[src/design/i2cm_pkg.sv]
// Shared types and constants for the I2C master byte engine.
// No dependencies; used by i2cm_front, i2cm_engine and i2c_bit_level_master.
package i2cm_pkg;

    localparam int TICK_COUNT_WIDTH_DEF = 16;
    localparam int HALF_WIDTH           = 16;
    localparam logic [HALF_WIDTH-1:0] HALF_RESET = 16'd250;

    localparam int IN_DATA_WIDTH  = 16;
    localparam int OUT_DATA_WIDTH = 16;

    localparam int QUEUE_DEPTH = 2;
    localparam int QUEUE_AW    = $clog2(QUEUE_DEPTH);

    localparam int CFG_AW   = 3;
    localparam int CFG_DW   = 32;
    localparam logic [CFG_AW-1:0] ADDR_HALF_PERIOD = 3'd0;

    localparam logic [1:0] OP_START = 2'd0;
    localparam logic [1:0] OP_STOP  = 2'd1;
    localparam logic [1:0] OP_WRITE = 2'd2;
    localparam logic [1:0] OP_READ  = 2'd3;

    localparam logic [7:0] MSB_MASK = 8'h80;
    localparam logic [3:0] LAST_DATA_BIT = 4'd7;
    localparam logic [3:0] BITS_PER_BYTE = 4'd8;
    localparam logic [3:0] BITS_PER_XFER = 4'd9;

    typedef enum logic [4:0] {
        KIND_NONE  = 5'b00001,
        KIND_START = 5'b00010,
        KIND_STOP  = 5'b00100,
        KIND_WRITE = 5'b01000,
        KIND_READ  = 5'b10000
    } t_kind;

    typedef enum logic [4:0] {
        MODE_IDLE  = 5'b00001,
        MODE_START = 5'b00010,
        MODE_STOP  = 5'b00100,
        MODE_WRITE = 5'b01000,
        MODE_READ  = 5'b10000
    } t_mode;

    typedef struct packed {
        t_kind      kind;
        logic [7:0] wbyte;
        logic       sda;
    } t_tick;

    typedef struct packed {
        logic  valid;
        t_tick tick;
    } t_queue_head;

endpackage

[src/design/i2cm_front.sv]
// Input side: accepts tick requests, decodes the command and queues them.
// Depends on i2cm_pkg.
module i2cm_front (
    input  logic                                 i_clk,
    input  logic                                 i_rst_n,
    input  logic                                 i_s_axis_tvalid,
    output logic                                 o_s_axis_tready,
    input  logic [i2cm_pkg::IN_DATA_WIDTH-1:0]   i_s_axis_tdata,
    input  logic                                 i_pop,
    output i2cm_pkg::t_queue_head                o_head
);

    logic [i2cm_pkg::QUEUE_AW:0]   r_count, n_count;
    logic [i2cm_pkg::QUEUE_AW-1:0] r_wr_ptr, r_rd_ptr;
    i2cm_pkg::t_tick               r_mem [i2cm_pkg::QUEUE_DEPTH];
    i2cm_pkg::t_tick               w_tick;
    logic                          w_push;
    logic                          w_pop;

    always_comb begin
        w_tick.wbyte = i_s_axis_tdata[10:3];
        w_tick.sda   = i_s_axis_tdata[11];
        if (!i_s_axis_tdata[0]) begin
            w_tick.kind = i2cm_pkg::KIND_NONE;
        end else begin
            case (i_s_axis_tdata[2:1])
                i2cm_pkg::OP_START: w_tick.kind = i2cm_pkg::KIND_START;
                i2cm_pkg::OP_STOP:  w_tick.kind = i2cm_pkg::KIND_STOP;
                i2cm_pkg::OP_WRITE: w_tick.kind = i2cm_pkg::KIND_WRITE;
                default:            w_tick.kind = i2cm_pkg::KIND_READ;
            endcase
        end
    end

    assign o_s_axis_tready = (r_count != (i2cm_pkg::QUEUE_AW+1)'(i2cm_pkg::QUEUE_DEPTH));
    assign w_push = i_s_axis_tvalid && o_s_axis_tready;
    assign w_pop  = i_pop && (r_count != '0);

    always_comb begin
        n_count = r_count;
        if (w_push && !w_pop) begin
            n_count = r_count + 1'b1;
        end else if (w_pop && !w_push) begin
            n_count = r_count - 1'b1;
        end
    end

    always_ff @(posedge i_clk) begin
        if (!i_rst_n) begin
            r_count  <= '0;
            r_wr_ptr <= '0;
            r_rd_ptr <= '0;
        end else begin
            r_count <= n_count;
            if (w_push) begin
                r_wr_ptr <= r_wr_ptr + 1'b1;
            end
            if (w_pop) begin
                r_rd_ptr <= r_rd_ptr + 1'b1;
            end
        end
    end

    always_ff @(posedge i_clk) begin
        if (w_push) begin
            r_mem[r_wr_ptr] <= w_tick;
        end
    end

    assign o_head.valid = (r_count != '0);
    assign o_head.tick  = r_mem[r_rd_ptr];

endmodule

[src/design/i2cm_engine.sv]
// Bus side: runs the start/stop/byte sequencer one queued tick at a time
// and holds each result in an output register. Depends on i2cm_pkg.
module i2cm_engine #(
    parameter int TICK_COUNT_WIDTH = i2cm_pkg::TICK_COUNT_WIDTH_DEF
) (
    input  logic                                 i_clk,
    input  logic                                 i_rst_n,
    input  logic [i2cm_pkg::HALF_WIDTH-1:0]      i_half_period,
    input  i2cm_pkg::t_queue_head                i_head,
    output logic                                 o_pop,
    output logic                                 o_m_axis_tvalid,
    input  logic                                 i_m_axis_tready,
    output logic [i2cm_pkg::OUT_DATA_WIDTH-1:0]  o_m_axis_tdata
);

    localparam logic [32:0] CMASK = (33'd1 << TICK_COUNT_WIDTH) - 33'd1;

    i2cm_pkg::t_mode             r_mode, n_mode;
    logic                        r_phase, n_phase;
    logic [3:0]                  r_bit, n_bit;
    logic [7:0]                  r_shift, n_shift;
    logic [TICK_COUNT_WIDTH-1:0] r_ticks, n_ticks;
    logic                        r_scl, n_scl;
    logic                        r_sda, n_sda;
    logic [7:0]                  r_captured, n_captured;
    logic                        r_out_valid;
    logic [i2cm_pkg::OUT_DATA_WIDTH-1:0] r_out_data, n_out_data;
    logic [32:0]                 w_half_ext;
    logic [TICK_COUNT_WIDTH-1:0] w_limit_raw, w_limit;
    logic                        n_done;
    logic [3:0]                  w_bit_inc;

    assign w_half_ext  = 33'(i_half_period);
    assign w_limit_raw = (w_half_ext > CMASK) ? CMASK[TICK_COUNT_WIDTH-1:0]
                                              : w_half_ext[TICK_COUNT_WIDTH-1:0];
    assign w_limit     = (w_limit_raw == '0) ? TICK_COUNT_WIDTH'(1) : w_limit_raw;
    assign w_bit_inc   = r_bit + 4'd1;

    assign o_pop = i_head.valid && (!r_out_valid || i_m_axis_tready);

    always_comb begin
        n_mode     = r_mode;
        n_phase    = r_phase;
        n_bit      = r_bit;
        n_shift    = r_shift;
        n_ticks    = r_ticks;
        n_scl      = r_scl;
        n_sda      = r_sda;
        n_captured = r_captured;
        n_done     = 1'b0;
        if (r_mode == i2cm_pkg::MODE_IDLE) begin
            if (i_head.tick.kind != i2cm_pkg::KIND_NONE) begin
                n_bit   = '0;
                n_phase = 1'b0;
                n_ticks = TICK_COUNT_WIDTH'(1);
                case (i_head.tick.kind)
                    i2cm_pkg::KIND_START: begin
                        n_mode = i2cm_pkg::MODE_START;
                        n_scl  = 1'b1;
                        n_sda  = 1'b1;
                    end
                    i2cm_pkg::KIND_STOP: begin
                        n_mode = i2cm_pkg::MODE_STOP;
                        n_scl  = 1'b1;
                        n_sda  = 1'b0;
                    end
                    i2cm_pkg::KIND_WRITE: begin
                        n_mode  = i2cm_pkg::MODE_WRITE;
                        n_shift = i_head.tick.wbyte;
                        n_scl   = 1'b0;
                        n_sda   = |(i_head.tick.wbyte & i2cm_pkg::MSB_MASK);
                    end
                    default: begin
                        n_mode  = i2cm_pkg::MODE_READ;
                        n_shift = '0;
                        n_scl   = 1'b0;
                        n_sda   = 1'b1;
                    end
                endcase
            end
        end else if (r_ticks < w_limit) begin
            n_ticks = r_ticks + 1'b1;
        end else if (r_mode == i2cm_pkg::MODE_START || r_mode == i2cm_pkg::MODE_STOP) begin
            if (!r_phase) begin
                n_phase = 1'b1;
                n_scl   = 1'b1;
                n_sda   = (r_mode == i2cm_pkg::MODE_STOP);
                n_ticks = TICK_COUNT_WIDTH'(1);
            end else begin
                if (r_mode == i2cm_pkg::MODE_START) begin
                    n_scl = 1'b0;
                end
                n_done = 1'b1;
            end
        end else if (!r_phase) begin
            n_phase = 1'b1;
            n_scl   = 1'b1;
            n_ticks = TICK_COUNT_WIDTH'(1);
        end else begin
            if (r_mode == i2cm_pkg::MODE_WRITE) begin
                n_shift = {r_shift[6:0], 1'b0};
            end else if (r_bit < i2cm_pkg::BITS_PER_BYTE) begin
                n_shift = {r_shift[6:0], i_head.tick.sda};
                if (r_bit == i2cm_pkg::LAST_DATA_BIT) begin
                    n_captured = n_shift;
                end
            end
            n_bit = w_bit_inc;
            if (w_bit_inc >= i2cm_pkg::BITS_PER_XFER) begin
                n_scl  = 1'b0;
                n_sda  = 1'b1;
                n_done = 1'b1;
            end else begin
                n_phase = 1'b0;
                n_scl   = 1'b0;
                n_ticks = TICK_COUNT_WIDTH'(1);
                if (r_mode == i2cm_pkg::MODE_WRITE && w_bit_inc < i2cm_pkg::BITS_PER_BYTE) begin
                    n_sda = n_shift[7];
                end else begin
                    n_sda = 1'b1;
                end
            end
        end
        if (n_done) begin
            n_mode  = i2cm_pkg::MODE_IDLE;
            n_phase = 1'b0;
            n_bit   = '0;
            n_ticks = '0;
        end
        n_out_data = {4'b0000, n_captured, n_done,
                      (n_mode != i2cm_pkg::MODE_IDLE), n_sda, n_scl};
    end

    always_ff @(posedge i_clk) begin
        if (!i_rst_n) begin
            r_mode      <= i2cm_pkg::MODE_IDLE;
            r_phase     <= 1'b0;
            r_bit       <= '0;
            r_shift     <= '0;
            r_ticks     <= '0;
            r_scl       <= 1'b1;
            r_sda       <= 1'b1;
            r_captured  <= '0;
            r_out_valid <= 1'b0;
        end else begin
            if (o_pop) begin
                r_mode     <= n_mode;
                r_phase    <= n_phase;
                r_bit      <= n_bit;
                r_shift    <= n_shift;
                r_ticks    <= n_ticks;
                r_scl      <= n_scl;
                r_sda      <= n_sda;
                r_captured <= n_captured;
                r_out_valid <= 1'b1;
            end else if (i_m_axis_tready) begin
                r_out_valid <= 1'b0;
            end
        end
    end

    always_ff @(posedge i_clk) begin
        if (o_pop) begin
            r_out_data <= n_out_data;
        end
    end

    assign o_m_axis_tvalid = r_out_valid;
    assign o_m_axis_tdata  = r_out_data;

endmodule

[src/design/i2c_bit_level_master.sv]
// Top level of the I2C master byte engine: register port, input queue and
// bus sequencer. Depends on i2cm_pkg, i2cm_front and i2cm_engine.
//
// Channel   Direction  Request
// s_axis    in         one tick: command, write byte, sampled SDA
// m_axis    out        one result per tick: SCL, SDA, busy, done, read byte
// apb       in         register write/read (half_period_ticks at 0x0)
//
// One tick is taken per clock cycle while s_axis_tready is high. A tick is first
// written into the two-entry queue, then popped into the output register, from
// which its result is shown on m_axis.
// The sequencer advances only when the output register is free, so a stall
// on m_axis fills the queue and then drops s_axis_tready.
// Reset is synchronous and leaves the lines released with the engine idle.
module i2c_bit_level_master #(
    parameter int TICK_COUNT_WIDTH = i2cm_pkg::TICK_COUNT_WIDTH_DEF
) (
    input  logic                                 i_clk,
    input  logic                                 i_rst_n,
    input  logic                                 i_s_axis_tvalid,
    output logic                                 o_s_axis_tready,
    // cmd_valid[0], opcode[2:1], write_byte[10:3], sda_sample[11], zero[15:12]
    input  logic [i2cm_pkg::IN_DATA_WIDTH-1:0]   i_s_axis_tdata,
    output logic                                 o_m_axis_tvalid,
    input  logic                                 i_m_axis_tready,
    // scl_level[0], sda_level[1], busy_res[2], done_res[3], read_byte[11:4], zero[15:12]
    output logic [i2cm_pkg::OUT_DATA_WIDTH-1:0]  o_m_axis_tdata,
    input  logic                                 psel,
    input  logic                                 penable,
    input  logic                                 pwrite,
    input  logic [i2cm_pkg::CFG_AW-1:0]          paddr,
    input  logic [i2cm_pkg::CFG_DW-1:0]          pwdata,
    output logic [i2cm_pkg::CFG_DW-1:0]          prdata,
    output logic                                 pready
);

    logic [i2cm_pkg::HALF_WIDTH-1:0] r_half_period;
    i2cm_pkg::t_queue_head           w_head;
    logic                            w_pop;
    logic                            w_cfg_wr;

    assign pready   = 1'b1;
    assign w_cfg_wr = psel && penable && pwrite && pready;
    assign prdata   = (paddr == i2cm_pkg::ADDR_HALF_PERIOD) ? i2cm_pkg::CFG_DW'(r_half_period)
                                                            : '0;

    always_ff @(posedge i_clk) begin
        if (!i_rst_n) begin
            r_half_period <= i2cm_pkg::HALF_RESET;
        end else if (w_cfg_wr && paddr == i2cm_pkg::ADDR_HALF_PERIOD) begin
            r_half_period <= pwdata[i2cm_pkg::HALF_WIDTH-1:0];
        end
    end

    i2cm_front u_front (
        .i_clk           (i_clk),
        .i_rst_n         (i_rst_n),
        .i_s_axis_tvalid (i_s_axis_tvalid),
        .o_s_axis_tready (o_s_axis_tready),
        .i_s_axis_tdata  (i_s_axis_tdata),
        .i_pop           (w_pop),
        .o_head          (w_head)
    );

    i2cm_engine #(
        .TICK_COUNT_WIDTH (TICK_COUNT_WIDTH)
    ) u_engine (
        .i_clk           (i_clk),
        .i_rst_n         (i_rst_n),
        .i_half_period   (r_half_period),
        .i_head          (w_head),
        .o_pop           (w_pop),
        .o_m_axis_tvalid (o_m_axis_tvalid),
        .i_m_axis_tready (i_m_axis_tready),
        .o_m_axis_tdata  (o_m_axis_tdata)
    );

`ifndef ASSERT_OFF
    a_done_not_busy: assert property (@(posedge i_clk) disable iff (!i_rst_n)
        o_m_axis_tvalid && o_m_axis_tdata[3] |-> !o_m_axis_tdata[2])
        else $error("done reported while still busy");

    a_pop_gives_result: assert property (@(posedge i_clk) disable iff (!i_rst_n)
        w_pop |=> o_m_axis_tvalid)
        else $error("queued tick produced no result");

    a_pop_needs_entry: assert property (@(posedge i_clk) disable iff (!i_rst_n)
        w_pop |-> w_head.valid)
        else $error("sequencer advanced on an empty queue");
`endif

endmodule
[config.mk]
export PLATFORM = sky130hd
export DESIGN_NAME = i2c_bit_level_master
export DESIGN_NICKNAME = d
export VERILOG_FILES = /design/src/design/i2cm_pkg.sv /design/src/design/i2cm_front.sv /design/src/design/i2cm_engine.sv /design/src/design/i2c_bit_level_master.sv
export SDC_FILE = /design/constraint.sdc
export NUM_CORES = 1
export LEC_CHECK = 0
export ABC_CLOCK_PERIOD_IN_PS = 6500
export BUFFER_PORTS_ARGS = -buffer_cell sky130_fd_sc_hd__buf_2
export CAP_MARGIN = 25
export CORE_MARGIN = 2
export CORE_UTILIZATION = 25
export DETAILED_ROUTE_END_ITERATION = 7
export MAX_ROUTING_LAYER = met4
export SLEW_MARGIN = 10
export SYNTH_ARGS = -nofsm -noshare
export SYNTH_HDL_FRONTEND = slang
export SYNTH_SLANG_ARGS = --single-unit
export TNS_END_PERCENT = 100
[constraint.sdc]
create_clock -name i_clk -period 6.5 [get_ports i_clk]
set_input_delay 0.65 -clock i_clk [delete_from_list [all_inputs] [get_ports i_clk]]
set_output_delay 0.65 -clock i_clk [all_outputs]
set_load 0.005 [all_outputs]
==> metrics.md <==
| Metric | Value |
|---|---|
| Status | finished clean |
| Clock-pin slew on the worst setup and hold paths | approximately 0.08 ns |
| Max H-tree Level | 3 |
| Clock Latency Late Sink | 0.36 ns |
| Via density | 4.54 |
| F_max | approximately 350 MHz |
| DP HPWL | ~8500 um |
| Gate power share | 28.6% |
| Initial Util | ~26% |
| Vias in the first global route | 3837 |
| MaxCap Viol Count | 0 |
| Initial antenna violation count | 0 |
| Die width | 151 um |
| First-pass GRT wire length | 19600 um |
| Pin count of the biggest net entering global routing | 29 |
| Area post-placement | 5880 um2 |
| Predominant post-synthesis flop cell | dfxtp_1 |
| Worst Tran Pin Value | 0.765 ns |
| Yosys top cell by area | dfxtp_1 |
| DR pass1 iterations | 4 |
| Slowest stage delay, CP | slightly above 0.8 ns |
| Sink Count | 105 |
| Worst clock skew | 0.0125 ns |
| Warnings, synthesis | 0 |
| Post-CTS sizing | 0 |
| GRT Overall Usage | 11.1% |
| LEAKAGE | 2.37 nW |
| # rows | 53 |
| Layout cells sized above 1 | 16.4% |
| Final min period | 2.90 ns |
| Sw Pwr | ~0.00072 W |
| Residual DRC count | 0 |
| N_diodes | 0 |
| Fillers | 2264 |
| CTS tree | yes |
| Die area | around 23000 um2 |
| Mapped Cells | 579 |
| Top cells by area, synth | dfxtp_1 24%, edfxtp_1 22%, nand2_1 4.7%, ha_1 4.4%, a21oi_1 4.4% |
| RSZ-0062 raised after global routing | false |
| Relative slew slack | between 40% and 50% |
| CP Capture Type | flop |
| FF/Latch Area | 2500 um2 |
| Top post-synthesis cells by count | 68 x nand2_1, 65 x dfxtp_1, 48 x nor2_1, 47 x a21oi_1, 40 x edfxtp_1 |
| Sequential cell area fraction in the yosys report | 46.4% |
| Hold Path Class | reg2reg |
| Count of different cell masters after synthesis | 72 |
| Hold WS | 0.476 ns |
| Synth Register Bits | 105 |
| Final Core Density | 29.3% |
| CP max-delay cell | dfxtp_1 |
| IO buf count | 67 |
| Total setup buffers inserted after CTS | 0 |
| P&R area growth vs syn | 14.4% |
| Root Driver | clkbuf_16 |
| Routed Antenna Nets | 0 |
| DR iter-0 viols | 227 |
| Setup tns final | 0 ns |
| Startpoint Class | flop |
| Clock buffer count from CTS | 9 |
| Gr ovfl total | 0 |
| Area occupied by multi-input gates | 2580 um2 |
| Hold Vio Cnt, Final | 0 |
| Hold_buf cts | 0 |
| Worst EP required | 6.78 ns |
| Most common cell in the netlist | nand2_1 |
| Flop pwr share | between 40% and 50% |
| Worst-case vdd ir drop | approximately 0.15 mV |
| Via count | 4154 |
| CP Max Fanout | 18 |
| Net Sw Frac | 35.6% |
| Fin cells | 914 |
| Critical path arrival | between 3 and 4 ns |
| Clk buf depth | 2 |
| Die Span Y | 151 um |
| DRT Wirelength | 12000 um |
| Mapped Area | 5390 um2 |
| # placed instances | 898 |
| Internal Pwr Total | 0.00130 W |
| Drt wl/cell | around 13 um |
| Design Area, Final | 6170 um2 |
| Clk pwr share | between 20% and 30% |
| Share of the synthesized area in the top cell type | ~24% |
| Post-synth EDFFs | 40 |
| Nets@finish | 711 |
| Final slew viol count | 0 |
| RePlAce Congestion | 0.781 |
| # IOs | around 110 |
| Fin crit share | 44.6% |
| Cells along the critical path | nor3b_1, nand3_1, and2_1, o21ai_1, a31oi_1, nand2b_1, a21oi_1 |
| # setup viols final | 0 |
| Asr flop ratio synth | 0% |
| Setup CP Type | reg2reg |
| P per Cell Area | around 330 nW/um2 |
| Avg Inst Size Synth | roughly 9.3 um2 |
| CORE AREA | 21100 um2 |
-- metrics by stage --
step / total power (W) / setup slack (ns)
3_3_place_gp: 0.00150 / 3.46
6_report: 0.00202 / 3.60
2_1_floorplan: 0.00135 / 4.09
4_1_cts: 0.00204 / 3.59
5_1_grt: 0.00215 / 3.27
3_5_place_dp: 0.00151 / 3.48
-- sequential cells by signal (all words and copies together) (netlist names), named ones only --
name and flops:
r_half_period 16, u_engine.o_m_axis_tdata 12, u_engine.o_m_axis_tvalid 1, u_engine.r_bit 4
u_engine.r_captured 8, u_engine.r_mode 5, u_engine.r_phase 1, u_engine.r_scl 1
u_engine.r_sda 1, u_engine.r_shift 7, u_engine.r_ticks 16, u_front.r_count 2
u_front.r_mem 28, u_front.r_rd_ptr 1, u_front.r_wr_ptr 1
-- path summary, 6_finish.rpt --
path                            endpoint  cells past startpoint                    from  slack [ns]
setup / recovery     u_engine.r_ticks[1]                      7                    flop        3.60
setup reg to reg     u_engine.r_ticks[1]                      7                    flop        3.60
hold / removal    u_engine.r_captured[5]                      2  u_engine.r_captured[5]        0.48
hold reg to reg   u_engine.r_captured[5]                      2  u_engine.r_captured[5]        0.48
-- per-layer routing --
layer	GRT usage, %	vias to the layer above	share of wire, %
met5	-	-	0
met4	2.99	0	0.88
met3	2.29	7	4.1
met2	17.0	91	44
met1	14.9	1914	51
li1	-	2142	-
-- kinds of logic after synthesis --
kind of cell    share of synthesized area [%]
fa+ha+maj                                4.59
other cells                             0.139
mux                                      1.69
flops                                    46.4
xor+xnor                                 3.41
buf+inv                                  7.14
compound gates                           15.5
simple gates                             21.1
-- power groups by stage --
stage / registers, W / logic [W] / clock network, W
3_5_place_dp: 0.000925 / 0.000581 / 0
2_1_floorplan: 0.000887 / 0.000467 / 0
3_3_place_gp: 0.000925 / 0.000574 / 0
6_report: 0.000911 / 0.000577 / 0.000531
4_1_cts: 0.000911 / 0.000585 / 0.000547
5_1_grt: 0.000928 / 0.000651 / 0.000573
-- critical path, delay by kind of cell, from the launching register on --
family | cells | cell delay [ns]
flops | 1 | 0.82
simple gates | 4 | 1.25
compound gates | 3 | 0.75
-- cell usage in the layout, fill, tap and decap left out, types with 4 or more instances in the layout --
master / instances
inv_1: 26
clkbuf_16: 9
o21ai_0: 19
and3_1: 7
edfxtp_1: 40
nor2_1: 48
a211oi_1: 5
nor4_1: 6
buf_2: 68
nor3_1: 14
mux2i_1: 8
conb_1: 21
xor2_1: 11
nand3_1: 21
and2_1: 19
nand2_1: 68
a311oi_1: 7
o211ai_1: 6
a21o_1: 6
xnor2_1: 10
nand4_1: 6
a21oi_1: 47
nor3b_1: 5
dfxtp_1: 65
ha_1: 19
a31oi_1: 4
-- layout make-up --
type	instances	area share [%]
clock buffers	9	3.65
well taps	275	5.57
clock inverters	7	1.01
repair buffers	71	5.88
multi-input cells	421	41.8
flip-flops and latches	105	40.5
inverters	26	1.58
Power figures use the tool's default switching activity.
